<file path="src/sv/tbp_pkg.sv">
// Shared types and constants for the tagged buffer pool.
// Used by the slot tracker and by the top level; depends on nothing.
package tbp_pkg;

  // Request codes carried on the input tuser
  localparam logic [1:0] REQ_ACQUIRE     = 2'd0;
  localparam logic [1:0] REQ_RELEASE     = 2'd1;
  localparam logic [1:0] REQ_RELEASE_ALL = 2'd2;

  localparam int ID_W    = 64;
  localparam int CTR_W   = 32;
  localparam int TDATA_W = 208;

  // Per-item result from the slot tracker
  typedef struct packed {
    logic            ok;
    logic [2:0]      slot_index;
    logic [ID_W-1:0] buffer_id;
    logic [3:0]      outstanding;
    logic [3:0]      freed_count;
  } pool_result_t;

  // Which statistics counter an item advances
  typedef struct packed {
    logic acq;
    logic rel;
    logic drop;
    logic bad;
  } stat_event_t;

endpackage

</file>
<file path="src/sv/tagged_buffer_pool_top.sv">
// Top level of the tagged buffer pool: input register, slot tracker,
// statistics counters and output register. Depends on tbp_pkg and tbp_slots.
//
// Use: each input item is a request. s_axis_tuser holds the request type
// (acquire, release by id, release all) and s_axis_tdata the id to return.
// Each item yields exactly one result item on the m_axis channel: ok on
// m_axis_tuser, and slot index, buffer id, outstanding count, freed count
// and the four saturating statistics counters in m_axis_tdata.
// The single configuration register, the active slot count, is written
// through cfg_wr_en and cfg_wr_data; the user must write it only while
// the block is idle, as the block itself does not enforce this.
// Throughput is one item per cycle while the receiver does not stall. An
// item is accepted into the input register, then decided in one parallel
// pass (tag compare, priority encoder over slots) into the output register.
// When the receiver stalls, the result holds and the input register can
// still take one more item; further items wait with s_axis_tready low.
// Synchronous reset frees every slot, sets the tag counter to one,
// clears the statistics and sets the slot count to eight.
module tagged_buffer_pool_top
  import tbp_pkg::*;
#(
  parameter int MAX_SLOTS = 8
) (
  input  logic               clk,
  input  logic               rst,
  // configuration
  input  logic               cfg_wr_en,
  input  logic [3:0]         cfg_wr_data,   // slot_count
  // request channel
  input  logic               s_axis_tvalid,
  output logic               s_axis_tready,
  input  logic [ID_W-1:0]    s_axis_tdata,  // release_id
  input  logic [1:0]         s_axis_tuser,  // req_type
  // result channel
  output logic               m_axis_tvalid,
  input  logic               m_axis_tready,
  // slot_index[2:0], buffer_id[66:3], outstanding[70:67], freed_count[74:71],
  // acquired_total[106:75], released_total[138:107], dropped_total[170:139],
  // bad_release_total[202:171], zero fill[207:203]
  output logic [TDATA_W-1:0] m_axis_tdata,
  output logic               m_axis_tuser   // ok
);

  localparam int CW = $clog2(MAX_SLOTS + 1);

  logic [3:0]       slot_count;
  logic [CW-1:0]    n_active;

  logic             in_valid;
  logic [1:0]       in_req;
  logic [ID_W-1:0]  in_id;
  logic             advance;

  pool_result_t     res;
  stat_event_t      ev;
  logic [CW-1:0]    rel_amount;

  logic [CTR_W-1:0] acq_total;
  logic [CTR_W-1:0] rel_total;
  logic [CTR_W-1:0] drop_total;
  logic [CTR_W-1:0] bad_total;
  logic [CTR_W-1:0] acq_total_next;
  logic [CTR_W-1:0] rel_total_next;
  logic [CTR_W-1:0] drop_total_next;
  logic [CTR_W-1:0] bad_total_next;

  logic               out_valid;
  logic [TDATA_W-1:0] out_data;
  logic               out_ok;

  function automatic logic [CTR_W-1:0] sat_add(input logic [CTR_W-1:0] v,
                                                input logic [CTR_W-1:0] amt);
    logic [CTR_W:0] sum;
    sum = {1'b0, v} + {1'b0, amt};
    return sum[CTR_W] ? '1 : sum[CTR_W-1:0];
  endfunction

  // Configuration register
  always_ff @(posedge clk) begin
    if (rst) begin
      slot_count <= 4'd8;
    end else if (cfg_wr_en) begin
      slot_count <= cfg_wr_data;
    end
  end

  // Active slot count, clamped to one and to the pool size
  always_comb begin
    priority if (slot_count == 4'd0) begin
      n_active = CW'(1);
    end else if (32'(slot_count) > MAX_SLOTS) begin
      n_active = CW'(MAX_SLOTS);
    end else begin
      n_active = CW'(slot_count);
    end
  end

  // Handshake: the held item moves on whenever the output register frees
  assign advance       = in_valid && (!out_valid || m_axis_tready);
  assign s_axis_tready = !in_valid || advance;

  // Input register
  always_ff @(posedge clk) begin
    if (rst) begin
      in_valid <= 1'b0;
    end else if (s_axis_tready) begin
      in_valid <= s_axis_tvalid;
    end
  end

  always_ff @(posedge clk) begin
    if (s_axis_tready && s_axis_tvalid) begin
      in_req <= s_axis_tuser;
      in_id  <= s_axis_tdata;
    end
  end

  tbp_slots #(
    .MAX_SLOTS (MAX_SLOTS)
  ) u_slots (
    .clk        (clk),
    .rst        (rst),
    .en         (advance),
    .req        (in_req),
    .id         (in_id),
    .n_active   (n_active),
    .result     (res),
    .events     (ev),
    .rel_amount (rel_amount)
  );

  // Statistics after this item
  always_comb begin
    acq_total_next  = ev.acq  ? sat_add(acq_total, CTR_W'(1))  : acq_total;
    drop_total_next = ev.drop ? sat_add(drop_total, CTR_W'(1)) : drop_total;
    bad_total_next  = ev.bad  ? sat_add(bad_total, CTR_W'(1))  : bad_total;
    rel_total_next  = ev.rel
                    ? sat_add(rel_total, {{(CTR_W-CW){1'b0}}, rel_amount})
                    : rel_total;
  end

  always_ff @(posedge clk) begin
    if (rst) begin
      acq_total  <= '0;
      rel_total  <= '0;
      drop_total <= '0;
      bad_total  <= '0;
    end else if (advance) begin
      acq_total  <= acq_total_next;
      rel_total  <= rel_total_next;
      drop_total <= drop_total_next;
      bad_total  <= bad_total_next;
    end
  end

  // Output register
  always_ff @(posedge clk) begin
    if (rst) begin
      out_valid <= 1'b0;
    end else if (advance) begin
      out_valid <= 1'b1;
    end else if (m_axis_tready) begin
      out_valid <= 1'b0;
    end
  end

  always_ff @(posedge clk) begin
    if (advance) begin
      out_ok   <= res.ok;
      out_data <= {5'b00000, bad_total_next, drop_total_next, rel_total_next,
                   acq_total_next, res.freed_count, res.outstanding,
                   res.buffer_id, res.slot_index};
    end
  end

  assign m_axis_tvalid = out_valid;
  assign m_axis_tdata  = out_data;
  assign m_axis_tuser  = out_ok;

endmodule

</file>
<file path="src/sv/tbp_slots.sv">
// Slot tracker: held flags, tags, tag counter and held count of the pool.
// Depends on tbp_pkg for request codes and the result and event structs.
module tbp_slots
  import tbp_pkg::*;
#(
  parameter int MAX_SLOTS = 8
) (
  input  logic                                 clk,
  input  logic                                 rst,
  input  logic                                 en,
  input  logic [1:0]                           req,
  input  logic [ID_W-1:0]                      id,
  input  logic [$clog2(MAX_SLOTS+1)-1:0]       n_active,
  output pool_result_t                         result,
  output stat_event_t                          events,
  output logic [$clog2(MAX_SLOTS+1)-1:0]       rel_amount
);

  localparam int CW = $clog2(MAX_SLOTS + 1);
  localparam int IW = (MAX_SLOTS > 1) ? $clog2(MAX_SLOTS) : 1;

  logic [MAX_SLOTS-1:0] held;
  logic [MAX_SLOTS-1:0] held_next;
  logic [ID_W-1:0]      tag [MAX_SLOTS];
  logic [ID_W-1:0]      next_tag;
  logic [ID_W-1:0]      next_tag_next;
  logic [CW-1:0]        held_count;
  logic [CW-1:0]        held_count_next;

  logic [MAX_SLOTS-1:0] active;
  logic [MAX_SLOTS-1:0] free_vec;
  logic [MAX_SLOTS-1:0] match_vec;
  logic [MAX_SLOTS-1:0] freed_vec;
  logic [IW-1:0]        free_idx;
  logic [IW-1:0]        match_idx;
  logic [CW-1:0]        freed_cnt;
  logic                 tag_we;
  logic [IW-1:0]        res_idx;
  logic [IW+2:0]        idx_ext;
  logic [CW+3:0]        count_ext;
  logic [CW+3:0]        freed_ext;
  logic                 res_ok;
  logic [ID_W-1:0]      res_tag;
  logic [CW-1:0]        res_freed;

  // Per-slot qualifiers: active window, free, tag match, held for release-all
  always_comb begin
    for (int i = 0; i < MAX_SLOTS; i++) begin
      active[i]    = (32'(i) < 32'(n_active));
      free_vec[i]  = active[i] & ~held[i];
      match_vec[i] = active[i] & held[i] & (tag[i] == id) & (id != '0);
      freed_vec[i] = active[i] & held[i];
    end
  end

  // Lowest set bit of the free and match vectors
  always_comb begin
    free_idx  = '0;
    match_idx = '0;
    for (int i = MAX_SLOTS - 1; i >= 0; i--) begin
      if (free_vec[i]) begin
        free_idx = IW'(i);
      end
      if (match_vec[i]) begin
        match_idx = IW'(i);
      end
    end
  end

  assign freed_cnt = CW'($countones(freed_vec));

  // Decide the request and the next state
  always_comb begin
    held_next       = held;
    next_tag_next   = next_tag;
    held_count_next = held_count;
    tag_we          = 1'b0;
    res_ok          = 1'b0;
    res_idx         = '0;
    res_tag         = '0;
    res_freed       = '0;
    events          = '0;
    unique case (req)
      REQ_ACQUIRE: begin
        if (|free_vec) begin
          held_next[free_idx] = 1'b1;
          tag_we              = 1'b1;
          res_tag             = next_tag;
          next_tag_next       = (&next_tag) ? ID_W'(1) : next_tag + ID_W'(1);
          held_count_next     = held_count + CW'(1);
          res_ok              = 1'b1;
          res_idx             = free_idx;
          events.acq          = 1'b1;
        end else begin
          events.drop = 1'b1;
        end
      end
      REQ_RELEASE: begin
        if (|match_vec) begin
          held_next[match_idx] = 1'b0;
          held_count_next      = held_count - CW'(1);
          res_ok               = 1'b1;
          res_idx              = match_idx;
          events.rel           = 1'b1;
        end else begin
          events.bad = 1'b1;
        end
      end
      REQ_RELEASE_ALL: begin
        held_next       = held & ~freed_vec;
        held_count_next = held_count - freed_cnt;
        res_freed       = freed_cnt;
        res_ok          = (freed_cnt != '0);
        events.rel      = (freed_cnt != '0);
      end
      default: begin
      end
    endcase
  end

  // A single release frees one slot; release-all frees the counted set
  assign rel_amount = (req == REQ_RELEASE_ALL) ? freed_cnt : CW'(1);

  // Narrow the result fields to their port widths
  assign idx_ext   = {3'b000, res_idx};
  assign count_ext = {4'b0000, held_count_next};
  assign freed_ext = {4'b0000, res_freed};

  always_comb begin
    result.ok          = res_ok;
    result.slot_index  = idx_ext[2:0];
    result.buffer_id   = res_tag;
    result.outstanding = count_ext[3:0];
    result.freed_count = freed_ext[3:0];
  end

  // Control state
  always_ff @(posedge clk) begin
    if (rst) begin
      held       <= '0;
      next_tag   <= ID_W'(1);
      held_count <= '0;
    end else if (en) begin
      held       <= held_next;
      next_tag   <= next_tag_next;
      held_count <= held_count_next;
    end
  end

  // Tags only matter while their slot is held, so they need no reset
  always_ff @(posedge clk) begin
    if (en && tag_we) begin
      tag[free_idx] <= next_tag;
    end
  end

endmodule

</file>
<file path="config.mk">
export PLATFORM = sky130hd
export DESIGN_NAME = tagged_buffer_pool_top
export DESIGN_NICKNAME = d
export VERILOG_FILES = /design/src/sv/tbp_pkg.sv /design/src/sv/tagged_buffer_pool_top.sv /design/src/sv/tbp_slots.sv
export SDC_FILE = /design/constraint.sdc
export NUM_CORES = 2
export LEC_CHECK = 0
export BUFFER_PORTS_ARGS = -buffer_cell sky130_fd_sc_hd__buf_2
export CELL_PAD_IN_SITES_DETAIL_PLACEMENT = 1
export CELL_PAD_IN_SITES_GLOBAL_PLACEMENT = 1
export CORE_UTILIZATION = 50
export CTS_BUF_LIST = sky130_fd_sc_hd__clkbuf_8 sky130_fd_sc_hd__clkbuf_16
export DETAILED_ROUTE_END_ITERATION = 8
export PLACE_DENSITY = 0.82
export RECOVER_POWER = 100
export SLEW_MARGIN = 20
export SYNTH_ARGS = -nofsm -noshare
export SYNTH_HDL_FRONTEND = slang
export SYNTH_SLANG_ARGS = --single-unit
</file>
<file path="constraint.sdc">
create_clock -name clk -period 13.34 [get_ports clk]
set_clock_uncertainty 0.15 [all_clocks]
set_input_delay 0.667 -clock clk [delete_from_list [all_inputs] [get_ports clk]]
set_output_delay 0.667 -clock clk [all_outputs]
set_load 0.005 [all_outputs]
</file>
Word level (Yosys, flattened, before mapping):

Memory sizes are Yosys's and may differ from the RTL's.
Index checks and enable logic that the tools add are counted.

* $add $sub $neg: 15
* magnitude comparators: 13
* equality and inequality tests: 12
* mux-type cells: 54
* bitwise gates (word level): 45
* reductions and logical operators: 21

Operator list (number)
* $eq 64x64->1: 8
* $mux 32: 8
* $add 32x1->33 const B: 3
* $add 64x1->64 const B: 1
* $mux 64: 1
* $reduce_and 64->1: 1
* $reduce_bool 64->1: 1
* $mux 3: 18
* $add 32x4->33: 1
* $and 1x1->1: 32
* $pmux 8 s3: 1
* $mux 4: 5
* $and 8x8->8: 2
* $lt 3x4->1 const A: 4
* $mux 8: 2
* $not 8->8: 2
* $reduce_or 8->1: 2
* $mux 1: 13
* $add 4x4->4: 3
* $pmux 4 s3: 1
* $add 1x1->2: 4
* $lt 1x4->1 const A: 2
* $lt 2x4->1 const A: 2
* $lt 3x4->1 const B: 2
* 25 further kinds: 41

* register bits after elaboration: 480
* RAM bits: 512
* input port bits: 75
* output and inout bits: 211
* word-level logic and storage cells: 177
* memories kept: 1

Memories
* u_slots.tag: words 8, bits a word 64, read ports 8, clocked after memory_dff 0, wr ports 1, line tbp_slots.sv:24 `logic [ID_W-1:0] tag [MAX_SLOTS];`

Logic depth before layout (Yosys ltp):

* depth in word-level cells: 23
* gate-level depth with buffers: 26
* gate-level depth less buffers: 23

Hierarchy:

Synthesis repeated with hierarchy kept, for this count alone.

* cells, all modules: 3675
* area total of the unflattened synthesis: 45085.7 sq um

Modules (own cells, without submodules)
* tbp_slots: times used 1, cells each 2144, area an instance 27709.1 sq um, seq. area each 16896.2 sq um
* tagged_buffer_pool_top: times used 1, cells each 1531, area an instance 17376.7 sq um, seq. area each 10790.3 sq um

Worst setup path after synthesis:

No wires, ideal clock.

* path kind: input-to-reg
* from: in m_axis_tready
* to: reg out_data[0] (netlist: m_axis_tdata[0]), enable pin
* library setup time: 0.647 ns
* data arrival time: 7.250 ns
* required time: 12.543 ns
* path slack: 5.294 ns
* cell stages on the path: 6
* path through: nand2b_1 -> nand2_1 -> inv_1 -> buf_1 -> clkbuf_1 -> buf_1

* longest elaborated chain between the ends: 2

Ends and longest elaborated chain
* start, declared: line tagged_buffer_pool_top.sv:36 `input logic m_axis_tready,`
* $logic_or 1x1->1: line tagged_buffer_pool_top.sv:99 `assign advance = in_valid && (!out_valid || m_axis_tready);`
* $logic_and 1x1->1: line tagged_buffer_pool_top.sv:99
* net advance: line tagged_buffer_pool_top.sv:52 `logic advance;`
* end signal, assigned: line tagged_buffer_pool_top.sv:170 `out_data <= {5'b00000, bad_total_next, drop_total_next, rel_total_next,`
* end, declared: line tagged_buffer_pool_top.sv:68 `logic [TDATA_W-1:0] out_data;`

The timed path passes the listed nets, and every way through them passes these cells.
A chain may end at the register's enable or synchronous reset.

Worst setup path after layout:

* from: reg out_valid (netlist: m_axis_tvalid)
* to: reg bad_total[14]

* longest elaborated chain between the ends: 3

Ends and longest elaborated chain
* start, declared: line tagged_buffer_pool_top.sv:67 `logic out_valid;`
* start signal, assigned: line tagged_buffer_pool_top.sv:159 `out_valid <= 1'b0;`
* start signal, assigned: line tagged_buffer_pool_top.sv:161 `out_valid <= 1'b1;`
* start signal, assigned: line tagged_buffer_pool_top.sv:163 `out_valid <= 1'b0;`
* $logic_not 1->1: line tagged_buffer_pool_top.sv:99
* $logic_or 1x1->1: line tagged_buffer_pool_top.sv:99
* $logic_and 1x1->1: line tagged_buffer_pool_top.sv:99
* end signal, assigned: line tagged_buffer_pool_top.sv:152 `bad_total <= bad_total_next;`
* end, declared: line tagged_buffer_pool_top.sv:61 `logic [CTR_W-1:0] bad_total;`

No other way between the ends.

==> flow_metrics.py <==
metrics = {
    "placed_design": {
        "dp_hpwl_um": 117100,
        "place.gp.congestion": 1.064,
        "io_buffer_count": 280,
    },
    "sta": {
        "worstMarginPinSlew_ps": 4891,
        "min_period_ps": 9337,
        "setup_viol": 0,
        "setup_tns_ps": 0,
        "fmax_mhz": 107.1,
        "period_share": 0.7000,
        "rsz0062_at_grt": "false",
        "timing.final.max_slew_violations": 1120,
        "slew-limit-headroom": -2.278,
        "final_hold_viol_count": 0,
    },
    "route": {
        "first_pass_iters": 6,
        "wire_per_inst_um": 33.62,
        "drc": 0,
        "wl_um": 178900,
        "viasPerCell": 6.603,
        "drt_iter0_drc": 5511,
        "route.vias.total": 35140,
        "antenna_left": 0,
    },
    "logic_synthesis": {
        "ys_async_sr_fraction": 0,
        "synth_area_leaders": "edfxtp_1 52%, dfxtp_1 9.3%, xnor2_1 7.5%, xor2_1 4.9%, nand4_1 2.7%",
        "yosysTopAreaCell": "edfxtp_1",
        "synth_common_cells": "782 x edfxtp_1, 390 x xnor2_1, 284 x nand2_1",
        "synth_edf_count": 782,
        "syn_avg_cell_area_um2": 12.21,
        "ys_seq_area_frac": 0.6102,
        "netlist_instances": 3716,
        "synth_top_area_share": 0.5175,
        "ys_warn_count": 0,
        "synth-main-ff-cell": "edfxtp_1",
        "ys_ff_latch": 992,
        "ys_types": 90,
        "syn_area_um2": 45370,
        "yosysMostFrequentCell": "edfxtp_1",
    },
    "power_and_ir_drop": {
        "combPwrFrac": 0.055,
        "irDropWorstVdd_mv": 0.1149,
        "power_switching_mw": 1.661,
        "p_int_mw": 5.261,
        "power.density_nw_per_um2": 134.1,
        "seq_power_share": 0.496,
        "p_leak_nw": 18.29,
        "p_sw_frac": 0.2400,
        "clkPwrFrac": 0.449,
    },
    "global_route": {
        "grt_pass1_vias": 34510,
        "overflow": 0,
        "antenna_found_initial": 20,
        "grt_start_max_net_pins": 184,
        "grt_pass1_wl_um": 249100,
        "track_usage": 0.3839,
    },
    "layout": {
        "utilization": 0.5733,
        "area_delta_synth_final_pct": 13.72,
        "drive_gt1_frac": 0.08660,
        "layout.nets": 4145,
    },
    "worst_setup_path": {
        "worstPathArrival_ps": 9740,
        "cp.required_ps": 13750,
        "cp_cell_sequence": "nand2b_1, nand2_2, clkbuf_1, clkinvlp_2, buf_12, o21a_1, and3_1, a311oi_1",
        "crit_fanout": 183,
        "crit_type": "reg2reg",
        "end_kind": "flop",
        "max_stage_delay_ps": 4550,
        "slowest_stage": "clkinvlp_2",
        "critPathLaunchType": "flop",
    },
    "clock_network": {
        "insertion_delay_ps": 710,
        "cts_sinks": 992,
        "cts_buffers": 104,
        "hold_buffers": 52,
        "path_clk_slew_ps": 60,
        "clockBufferDepth": 3,
        "cts_resized": 0,
        "h-tree-depth": 3,
        "cts_root_buffer": "clkbuf_16",
        "post-cts-setup-buffer-count": 0,
        "cts_tree": "yes",
    },
    "floorplanning": {
        "io_pins": 286,
        "dieArea_um2": 91960,
        "die_w_um": 303.2,
        "std_cell_rows": 110,
        "start_util": 0.5041,
        "coreArea_um2": 90010,
        "die_height_um": 303.2,
    },
    "worst_hold_path": {
        "min_path_type": "in2reg",
    },
    "flow_run": {
        "max-cap-violations": 26,
    },
    "outcome": {
        "status": "finished, violations left",
        "violations": "capacitance limit, slew limit",
    },
}
==> metal layers <==
metal / GRT usage / up-vias / share of wire
li1: - / 14390 / -
met1: 0.5035 / 17480 / 0.37
met2: 0.5588 / 2666 / 0.43
met3: 0.1286 / 599 / 0.14
met4: 0.2126 / 8 / 0.063
met5: 0.001553 / - / 0.00033
==> metrics by stage <==
step	hold slack (ps)	instances	cell area, um2	worst slack (ps)	power (mW)
floorplan	290.4	3720	45390	5294	3.662
finish	11.28	5322	51600	4003	6.922
CTS	0.6293	5309	52030	6746	6.879
global route	1.514	5314	51580	3530	7.029
global placement	317.6	5059	47920	6998	3.834
detailed placement	333.9	5059	47920	6861	3.843
==> sequential cells by signal, summed over array words and instances (netlist names) <==
name	flops
acq_total	32
bad_total	32
drop_total	32
in_id	64
in_req	2
in_valid	1
m_axis_tdata	203
m_axis_tuser	1
m_axis_tvalid	1
rel_total	32
slot_count	4
u_slots.held	8
u_slots.held_count	4
u_slots.next_tag	64
u_slots.tag	512
==> final timing paths <==
kind                                   start                    endpoint  slack [ps]  depth (start not counted)
setup / recovery  m_axis_tvalid$_SDFFE_PP0P_  bad_total[14]$_SDFFE_PP0P_        4000                          8
hold / removal              s_axis_tdata[63]         in_id[63]$_DFFE_PP_          10                          1
setup reg to reg  m_axis_tvalid$_SDFFE_PP0P_  bad_total[14]$_SDFFE_PP0P_        4000                          8
hold reg to reg    bad_total[7]$_SDFFE_PP0P_   bad_total[7]$_SDFFE_PP0P_         340                          2
==> cells by family after synthesis <==
logic type               Yosys count  synth area share
AO/OA/AOI/OAI                    385           0.05857
XOR/XNOR                         646            0.1247
adder cells (fa/ha/maj)           28          0.008714
buffers and inverters            263           0.02780
flip-flops                       992            0.6102
multiplexers                      25          0.005791
other                              1        0.00008265
AND/OR/NAND/NOR                 1376            0.1642
==> critical path, delay by kind of cell, from the launching register on <==
kind | cells | cell delay (ps)
simple gates | 3 | 560
flops | 1 | 340
compound gates | 2 | 860
buf+inv | 3 | 7070
==> area by class of cell <==
type,count,area (um2)
fillers,9317,38410
flip-flops and latches,992,27690
multi-input cells,2465,16410
clock buffers,119,2820
repair buffers,404,2128
well taps,1176,1471
clock inverters,79,774.5
inverters,75,282.8
diodes,12,30.03
==> power by group through the flow <==
| stage | clock, mW | sequential, mW | combinational [mW] |
|---|---|---|---|
| finish | 3.11 | 3.43 | 0.384 |
| global route | 3.21 | 3.43 | 0.392 |
| CTS | 3.08 | 3.42 | 0.373 |
| detailed placement | 0 | 3.49 | 0.357 |
| global placement | 0 | 3.49 | 0.349 |
| floorplan | 0 | 3.45 | 0.211 |
==> cell usage in the layout, fill, tap and decap left out, types with 11 or more instances in the layout <==
cell type | netlist | final
or4_1 | 13 | 13
mux2i_1 | 15 | 15
nand2b_1 | 52 | 52
xnor2_1 | 390 | 390
o21a_1 | 16 | 16
nor4_2 | 13 | 15
nand3_1 | 114 | 115
clkinv_2 | 0 | 16
ha_1 | 22 | 22
nor4_1 | 129 | 127
buf_2 | 53 | 91
xor2_1 | 256 | 256
clkbuf_8 | 0 | 14
nor2b_1 | 35 | 35
a211o_1 | 17 | 17
and4_1 | 25 | 26
diode_2 | 0 | 12
o21ai_0 | 58 | 59
nand4_1 | 193 | 193
nor2_1 | 235 | 235
a31o_2 | 11 | 11
and3_1 | 124 | 124
buf_4 | 23 | 40
nor3_1 | 64 | 65
nand2_1 | 284 | 284
clkbuf_1 | 83 | 215
a31oi_1 | 31 | 32
a41oi_1 | 15 | 15
dlygate4sd3_1 | 0 | 53
or3_1 | 11 | 11
bufinv_16 | 0 | 14
a211oi_1 | 16 | 16
edfxtp_1 | 782 | 782
clkbuf_16 | 0 | 105
a311oi_1 | 41 | 41
dfxtp_1 | 210 | 210
and2_1 | 25 | 20
a21oi_1 | 109 | 109
inv_1 | 75 | 103
Power figures use the tool's default switching activity.
